`src/sv/fst_pkg.sv`:
```
// ----------------------------------------------------------------------------
// fst_pkg
// Shared types and constants for the frame sequence timer.
// ----------------------------------------------------------------------------
`default_nettype none

package fst_pkg;

  localparam int MAX_FRAMES_DEF = 32;
  localparam int TIME_BITS_DEF  = 16;

  // Stream payload widths
  localparam int IN_TUSER_W  = 3;
  localparam int IN_TDATA_W  = 16;
  localparam int OUT_TDATA_W = 16;

  // Result field widths
  localparam int FRAME_IDX_W = 5;
  localparam int LOADED_W    = 6;

  // Result tdata bit positions
  localparam int OUT_IDX_LSB     = 0;
  localparam int OUT_PLAYING_BIT = 5;
  localparam int OUT_FINISH_BIT  = 6;
  localparam int OUT_LOADED_LSB  = 7;
  localparam int OUT_DROP_BIT    = 13;

  typedef enum logic [IN_TUSER_W-1:0] {
    CMD_TICK    = 3'd0,
    CMD_ADD     = 3'd1,
    CMD_CLEAR   = 3'd2,
    CMD_PLAY    = 3'd3,
    CMD_PAUSE   = 3'd4,
    CMD_STOP    = 3'd5,
    CMD_RESTART = 3'd6
  } fst_cmd_t;

  typedef enum logic {
    ST_IDLE = 1'b0,
    ST_ADV  = 1'b1
  } fst_state_t;

endpackage

`default_nettype wire

```
`src/sv/frame_sequence_timer_core.sv`:
```
// ----------------------------------------------------------------------------
// frame_sequence_timer_core
// Sprite frame sequencer: duration table in RAM, timer, play/finish flags.
// ----------------------------------------------------------------------------
// Every command transaction returns one status transaction. Add, clear, play,
// pause, stop, restart, an unused code and a tick that has nothing to do
// finish in the accept cycle. A tick that runs stays in the advance state
// until its time no longer covers the current frame's duration or it ends
// a one-shot run: each cycle compares the timer with one duration read
// from the table RAM, and the RAM's registered read is overlapped
// by addressing it with the next frame index. A new command is taken only
// when the sequencer is idle and the status register is empty or being
// drained. Durations below one unit are stored as one; an add to a full
// table is dropped and flagged in the status. loop_enable may be written
// between commands and selects wrap versus hold-last-and-finish.
`default_nettype none

module frame_sequence_timer_core #(
  parameter int MAX_FRAMES = fst_pkg::MAX_FRAMES_DEF,
  parameter int TIME_BITS  = fst_pkg::TIME_BITS_DEF
) (
  input  wire                                 clk,
  input  wire                                 rst_n,
  // config
  input  wire                                 cfg_wr_en,
  input  wire                                 cfg_wr_data,   // loop_enable
  // command stream
  input  wire                                 in_tvalid,
  output logic                                in_tready,
  input  wire  [fst_pkg::IN_TDATA_W-1:0]      in_tdata,      // [15:0] time_value
  input  wire  [fst_pkg::IN_TUSER_W-1:0]      in_tuser,      // [2:0] cmd
  // status stream
  output logic                                out_tvalid,
  input  wire                                 out_tready,
  // [4:0] frame_index, [5] is_playing, [6] is_finished,
  // [12:7] frames_loaded, [13] add_dropped, [15:14] zero
  output logic [fst_pkg::OUT_TDATA_W-1:0]     out_tdata
);
  import fst_pkg::*;

  localparam int IDX_W = (MAX_FRAMES > 1) ? $clog2(MAX_FRAMES) : 1;
  localparam int CNT_W = $clog2(MAX_FRAMES + 1);
  localparam int TMR_W = TIME_BITS + 1;

  fst_state_t state_r, state_nxt;

  logic [IDX_W-1:0]     cur_idx_r, cur_idx_nxt;
  logic [CNT_W-1:0]     total_r, total_nxt;
  logic [TMR_W-1:0]     timer_r, timer_nxt;
  logic                 run_r, run_nxt;
  logic                 done_r, done_nxt;
  logic                 loop_en_r;
  logic                 out_tvalid_r, out_tvalid_nxt;
  logic [OUT_TDATA_W-1:0] out_tdata_r, out_tdata_nxt;

  // Duration table RAM
  logic [TIME_BITS-1:0] dur_mem [MAX_FRAMES];
  logic [TIME_BITS-1:0] rd_data_r;
  logic [IDX_W-1:0]     rd_addr;
  logic                 wr_en;
  logic [TIME_BITS-1:0] wr_data;

  logic                 in_acc;
  fst_cmd_t             cmd;
  logic [47:0]          tv_ext;
  logic [TIME_BITS-1:0] delta;
  logic [TIME_BITS-1:0] dur;
  logic [CNT_W-1:0]     idx_plus1;
  logic                 res_load;
  logic                 dropped;
  logic [31:0]          idx_ext;
  logic [31:0]          total_ext;

  assign in_acc = in_tvalid && in_tready;
  assign cmd    = fst_cmd_t'(in_tuser);
  assign tv_ext = 48'(in_tdata);
  assign delta  = tv_ext[TIME_BITS-1:0];
  assign wr_data = (delta == '0) ? TIME_BITS'(1) : delta;
  assign dur    = (rd_data_r == '0) ? TIME_BITS'(1) : rd_data_r;
  assign idx_plus1 = CNT_W'(cur_idx_r) + CNT_W'(1);
  assign rd_addr   = cur_idx_nxt;

  always_ff @(posedge clk) begin
    if (wr_en) begin
      dur_mem[total_r[IDX_W-1:0]] <= wr_data;
    end
    rd_data_r <= dur_mem[rd_addr];
  end

  always_ff @(posedge clk) begin
    if (!rst_n) begin
      state_r      <= ST_IDLE;
      cur_idx_r    <= '0;
      total_r      <= '0;
      timer_r      <= '0;
      run_r        <= 1'b0;
      done_r       <= 1'b0;
      loop_en_r    <= 1'b1;
      out_tvalid_r <= 1'b0;
    end else begin
      state_r      <= state_nxt;
      cur_idx_r    <= cur_idx_nxt;
      total_r      <= total_nxt;
      timer_r      <= timer_nxt;
      run_r        <= run_nxt;
      done_r       <= done_nxt;
      out_tvalid_r <= out_tvalid_nxt;
      if (cfg_wr_en) begin
        loop_en_r <= cfg_wr_data;
      end
    end
  end

  always_comb begin
    state_nxt   = state_r;
    cur_idx_nxt = cur_idx_r;
    total_nxt   = total_r;
    timer_nxt   = timer_r;
    run_nxt     = run_r;
    done_nxt    = done_r;
    wr_en       = 1'b0;
    res_load    = 1'b0;
    dropped     = 1'b0;
    in_tready   = (state_r == ST_IDLE) && (!out_tvalid_r || out_tready);

    unique case (state_r)
      ST_IDLE: begin
        if (in_acc) begin
          res_load = 1'b1;
          unique case (cmd)
            CMD_TICK: begin
              if (run_r && !done_r && (total_r >= CNT_W'(2))) begin
                timer_nxt = timer_r + TMR_W'(delta);
                state_nxt = ST_ADV;
                res_load  = 1'b0;
              end
            end
            CMD_ADD: begin
              if (total_r == CNT_W'(MAX_FRAMES)) begin
                dropped = 1'b1;
              end else begin
                wr_en     = 1'b1;
                total_nxt = total_r + CNT_W'(1);
              end
            end
            CMD_CLEAR: begin
              total_nxt   = '0;
              cur_idx_nxt = '0;
              timer_nxt   = '0;
              run_nxt     = 1'b0;
              done_nxt    = 1'b0;
            end
            CMD_PLAY: begin
              if (done_r) begin
                cur_idx_nxt = '0;
                timer_nxt   = '0;
                done_nxt    = 1'b0;
              end
              run_nxt = 1'b1;
            end
            CMD_PAUSE: begin
              run_nxt = 1'b0;
            end
            CMD_STOP: begin
              run_nxt     = 1'b0;
              done_nxt    = 1'b0;
              cur_idx_nxt = '0;
              timer_nxt   = '0;
            end
            CMD_RESTART: begin
              cur_idx_nxt = '0;
              timer_nxt   = '0;
              done_nxt    = 1'b0;
              run_nxt     = 1'b1;
            end
            default: begin
            end
          endcase
        end
      end
      ST_ADV: begin
        // rd_data_r holds the duration of cur_idx_r
        if (timer_r < TMR_W'(dur)) begin
          res_load  = 1'b1;
          state_nxt = ST_IDLE;
        end else begin
          timer_nxt = timer_r - TMR_W'(dur);
          if (idx_plus1 < total_r) begin
            cur_idx_nxt = idx_plus1[IDX_W-1:0];
          end else if (loop_en_r) begin
            cur_idx_nxt = '0;
          end else begin
            done_nxt  = 1'b1;
            run_nxt   = 1'b0;
            timer_nxt = '0;
            res_load  = 1'b1;
            state_nxt = ST_IDLE;
          end
        end
      end
      default: begin
        state_nxt = ST_IDLE;
      end
    endcase

    // status register is known empty whenever a result is loaded
    out_tvalid_nxt = res_load ? 1'b1 : (out_tvalid_r && !out_tready);
  end

  assign idx_ext   = 32'(cur_idx_nxt);
  assign total_ext = 32'(total_nxt);

  always_comb begin
    out_tdata_nxt = '0;
    out_tdata_nxt[OUT_IDX_LSB +: FRAME_IDX_W] = idx_ext[FRAME_IDX_W-1:0];
    out_tdata_nxt[OUT_PLAYING_BIT]            = run_nxt;
    out_tdata_nxt[OUT_FINISH_BIT]             = done_nxt;
    out_tdata_nxt[OUT_LOADED_LSB +: LOADED_W] = total_ext[LOADED_W-1:0];
    out_tdata_nxt[OUT_DROP_BIT]               = dropped;
  end

  always_ff @(posedge clk) begin
    if (res_load) begin
      out_tdata_r <= out_tdata_nxt;
    end
  end

  assign out_tvalid = out_tvalid_r;
  assign out_tdata  = out_tdata_r;

endmodule

`default_nettype wire

```
`config.mk`:
```
export PLATFORM = sky130hd
export DESIGN_NAME = frame_sequence_timer_core
export DESIGN_NICKNAME = d
export VERILOG_FILES = /design/src/sv/fst_pkg.sv /design/src/sv/frame_sequence_timer_core.sv
export SDC_FILE = /design/constraint.sdc
export NUM_CORES = 1
export LEC_CHECK = 0
export BUFFER_PORTS_ARGS = -buffer_cell sky130_fd_sc_hd__buf_4
export CAP_MARGIN = 20
export CELL_PAD_IN_SITES_DETAIL_PLACEMENT = 0
export CELL_PAD_IN_SITES_GLOBAL_PLACEMENT = 1
export CORE_MARGIN = 2
export CORE_UTILIZATION = 56
export CTS_CLUSTER_SIZE = 28
export DETAILED_ROUTE_END_ITERATION = 10
export PLACE_DENSITY_LB_ADDON = 0.3
export SLEW_MARGIN = 10
export SYNTH_ARGS = -nofsm -noshare
export SYNTH_HDL_FRONTEND = slang
export SYNTH_SLANG_ARGS = --single-unit
```
`constraint.sdc`:
```
create_clock -name clk -period 11.7 [get_ports clk]
set_input_delay 0.585 -clock clk [delete_from_list [all_inputs] [get_ports clk]]
set_output_delay 0.585 -clock clk [all_outputs]
set_load 0.05 [all_outputs]
```
==> impl_metrics.json <==
{
  "drc": 0,
  "synthArstFlopShare_pct": 0,
  "ir_drop_uv": 112,
  "yosys.area_share.simple_pct": 14.1,
  "drv_cap": 0,
  "yosysSeqAreaShare_pct": 68.6,
  "ios": 43,
  "dpl.hpwl_um": 39000,
  "setup_tns_ns": 0,
  "cts_buffers": 57,
  "grt_pass1_wl_um": 96700,
  "syn_inst": 1907,
  "worstSetupPathType": "reg2reg",
  "relSlewSlack_pct": 26.1,
  "yosys-top-cells-area": "edfxtp_1, nand2_1, nand3_1",
  "globalplace.congestion": 0.893,
  "ctsHoldBuffers": 0,
  "hold_viol": 0,
  "yosys_most_used_dff": "edfxtp_1",
  "hold_path.class": "in2reg",
  "holdWs_ns": 0.178,
  "worst_slew_pin_slew_ns": 1.11,
  "synth_top_family_by_area": "simple AND/OR/NAND/NOR gates",
  "ant_nets": 0,
  "fin_skew_ns": 0.0311,
  "synth_compound_area_share_pct": 9.02,
  "path_cells": "ha_1 -> nand3_1 -> xnor2_1 -> ha_1 -> o211a_1 -> a211oi_4 -> or2_1 -> a21oi_1 -> nor3_4 -> buf_4 -> inv_6 -> buf_4 -> nor2_2 -> a31oi_1 -> o211ai_1 -> nand4_1",
  "synth_edf_count": 526,
  "die_y_um": 213,
  "finalSetupViolCount": 0,
  "n_fill_cell": 3196,
  "dr.pass1.iters": 5,
  "antenna_found_initial": 0,
  "wire_per_inst_um": 25.3,
  "drv_slew": 0,
  "cp_top_family": "simple AND/OR/NAND/NOR gates",
  "cp_data_required_time_ns": 12.18,
  "rsz0062_at_grt": "no",
  "vias_per_cell": 6.28,
  "end_kind": "flip-flop",
  "yosysWarnings": 0,
  "nets": 2004,
  "critPathMaxStageDelay_ns": 0.74,
  "path_buf_inv": 3,
  "arrival_ns": 6.54,
  "slowest_stage": "nor2_2",
  "min_period_ns": 6.06,
  "netlist_area_um2": 24500,
  "synth_top_area_share_pct": 64.6,
  "cp_max_fo": 98,
  "status": "finished clean",
  "wirelength_um": 65000,
  "syn_area_per_cell_um2": 12.8,
  "cts_tree": "yes",
  "grt_pass1_vias": 15200,
  "numPortBuffers": 40,
  "p_leak_nw": 9.28,
  "synth_top_area_cell": "edfxtp_1",
  "synth_fa_ha_area_share_pct": 2.31,
  "grt-ovfl-total": 0,
  "n_antenna_cell": 0,
  "clockBufferDepth": 3,
  "final_cell_mix": "edfxtp_1, nand2_1, nand3_1",
  "track_usage_pct": 29.3,
  "final_layout_size_suffix_gt1_share_pct": 10.4,
  "core_um2": 43100,
  "rows": 76,
  "route.vias.total": 16100,
  "clk_pin_slew_ns": 0.06,
  "start_util_pct": 56.8,
  "layout_commonest_cell": "edfxtp_1",
  "seq_area_um2": 16800,
  "design.die.area_um2": 45400,
  "cts_resized": 0,
  "grt_max_degree": 99,
  "cts_setup_buffers": 0,
  "finalCritPeriodShare_pct": 51.8,
  "yosysUniqueCellTypes": 73,
  "cts_max_level": 2,
  "clockRootBuffer": "clkbuf_16",
  "synthMuxAreaShare_pct": 2.25,
  "drt-initial-drc-count": 2025,
  "multi_input_area_um2": 7050,
  "area_delta_synth_final_pct": 11.5,
  "powerDensity_nw_per_um2": 157,
  "start_kind": "flip-flop",
  "ys_ff_latch": 575,
  "die_width_um": 213,
  "synth-xor-area-share_pct": 1.00,
  "clkLatencyLatePin_ns": 0.63,
  "fmaxAchievable_mhz": 165,
  "clock-sinks": 575
}
==> synthesized netlist by cell type (all sizes together) (3+ instances only) <==
| cell type | number |
|---|---|
| o31ai | 5 |
| nand2b | 5 |
| o211ai | 32 |
| a22oi | 9 |
| nor4 | 8 |
| and2 | 19 |
| nor3 | 16 |
| a32oi | 33 |
| xnor2 | 21 |
| a31oi | 15 |
| dfxtp | 49 |
| a211oi | 8 |
| buf | 49 |
| nand4 | 31 |
| o21ai | 42 |
| a21oi | 52 |
| o32a | 18 |
| inv | 36 |
| ha | 42 |
| edfxtp | 526 |
| and3 | 38 |
| xor2 | 7 |
| o21a | 6 |
| nor2b | 4 |
| o22ai | 3 |
| a21o | 16 |
| clkbuf | 71 |
| or3 | 6 |
| a21boi | 5 |
| a211o | 3 |
| a31o | 4 |
| nand3 | 211 |
| o211a | 23 |
| nor2 | 64 |
| mux2i | 55 |
| nand2 | 347 |
==> registers in the layout (all words and copies together), names as in the netlist <==
signal / cells
dur_mem: 512
timer_r: 17
rd_data_r: 16
out_tdata: 14
total_r: 6
cur_idx_r: 5
done_r: 1
loop_en_r: 1
out_tvalid: 1
run_r: 1
state_r: 1
==> path summary, 6_finish.rpt <==
kind	cells past startpoint	to	from	slack, ns
worst max-delay path	16	rd_data_r[8]$_DFF_P_	cur_idx_r[0]$_SDFF_PN0_	5.64
worst min-delay path	3	loop_en_r$_SDFFE_PN1P_	cfg_wr_data	0.18
worst max register to register	16	rd_data_r[8]$_DFF_P_	cur_idx_r[0]$_SDFF_PN0_	5.64
worst min register to register	1	timer_r[0]$_SDFFE_PN0P_	timer_r[0]$_SDFFE_PN0P_	0.56
==> stage by stage <==
step	area [um^2]	utilization, %	worst slack, ns	instances	power [mW]
final	27300	63.3	5.64	2567	4.27
after floorplan	24500	-	7.97	1908	2.40
after global routing	27300	63.3	5.44	2567	4.38
after global placement	25300	58.8	5.83	2460	2.46
after detailed placement	25400	58.9	5.83	2460	2.46
after CTS	27300	63.3	5.78	2566	4.28
==> routing by layer <==
layer  track usage [%]  part of all wire [%]  routed length [um]
met4              10.8                   3.6                2360
met2              44.7                    45               29400
met1              42.8                    41               27000
met5                 0                     0                   0
met3              4.57                   9.6                6240
==> worst register-to-register path: stages (launching register included) <==
cell	delay, ns
dfxtp_1	0.46
ha_1	0.27
nand3_1	0.11
xnor2_1	0.22
ha_1	0.29
o211a_1	0.30
a211oi_4	0.35
or2_1	0.57
a21oi_1	0.21
nor3_4	0.21
buf_4	0.34
inv_6	0.33
buf_4	0.62
nor2_2	0.76
a31oi_1	0.34
o211ai_1	0.38
nand4_1	0.15
==> report_power, final <==
part           internal [mW]  switching, mW  total [mW]
Sequential              2.25        0.00732        2.26
Clock                   1.06          0.784        1.85
Combinational         0.0526          0.112       0.165
Total                   3.37          0.904        4.27
==> cell families after synthesis <==
kind of cell,after synthesis
AO/OA/AOI/OAI,294
XOR/XNOR,28
adder cells (fa/ha/maj),44
buffers and inverters,156
flip-flops,575
multiplexers,55
other,1
AND/OR/NAND/NOR,754
==> layout make-up <==
class,instances,share of cell area [%]
clock buffer,64,5.41
tap,585,2.68
inverter,36,0.532
sequential,575,61.5
multi-input combinational,1177,25.8
clock inverter,42,1.56
timing repair buffer,88,2.45
Note: power is estimated with default switching activity, not from simulation.
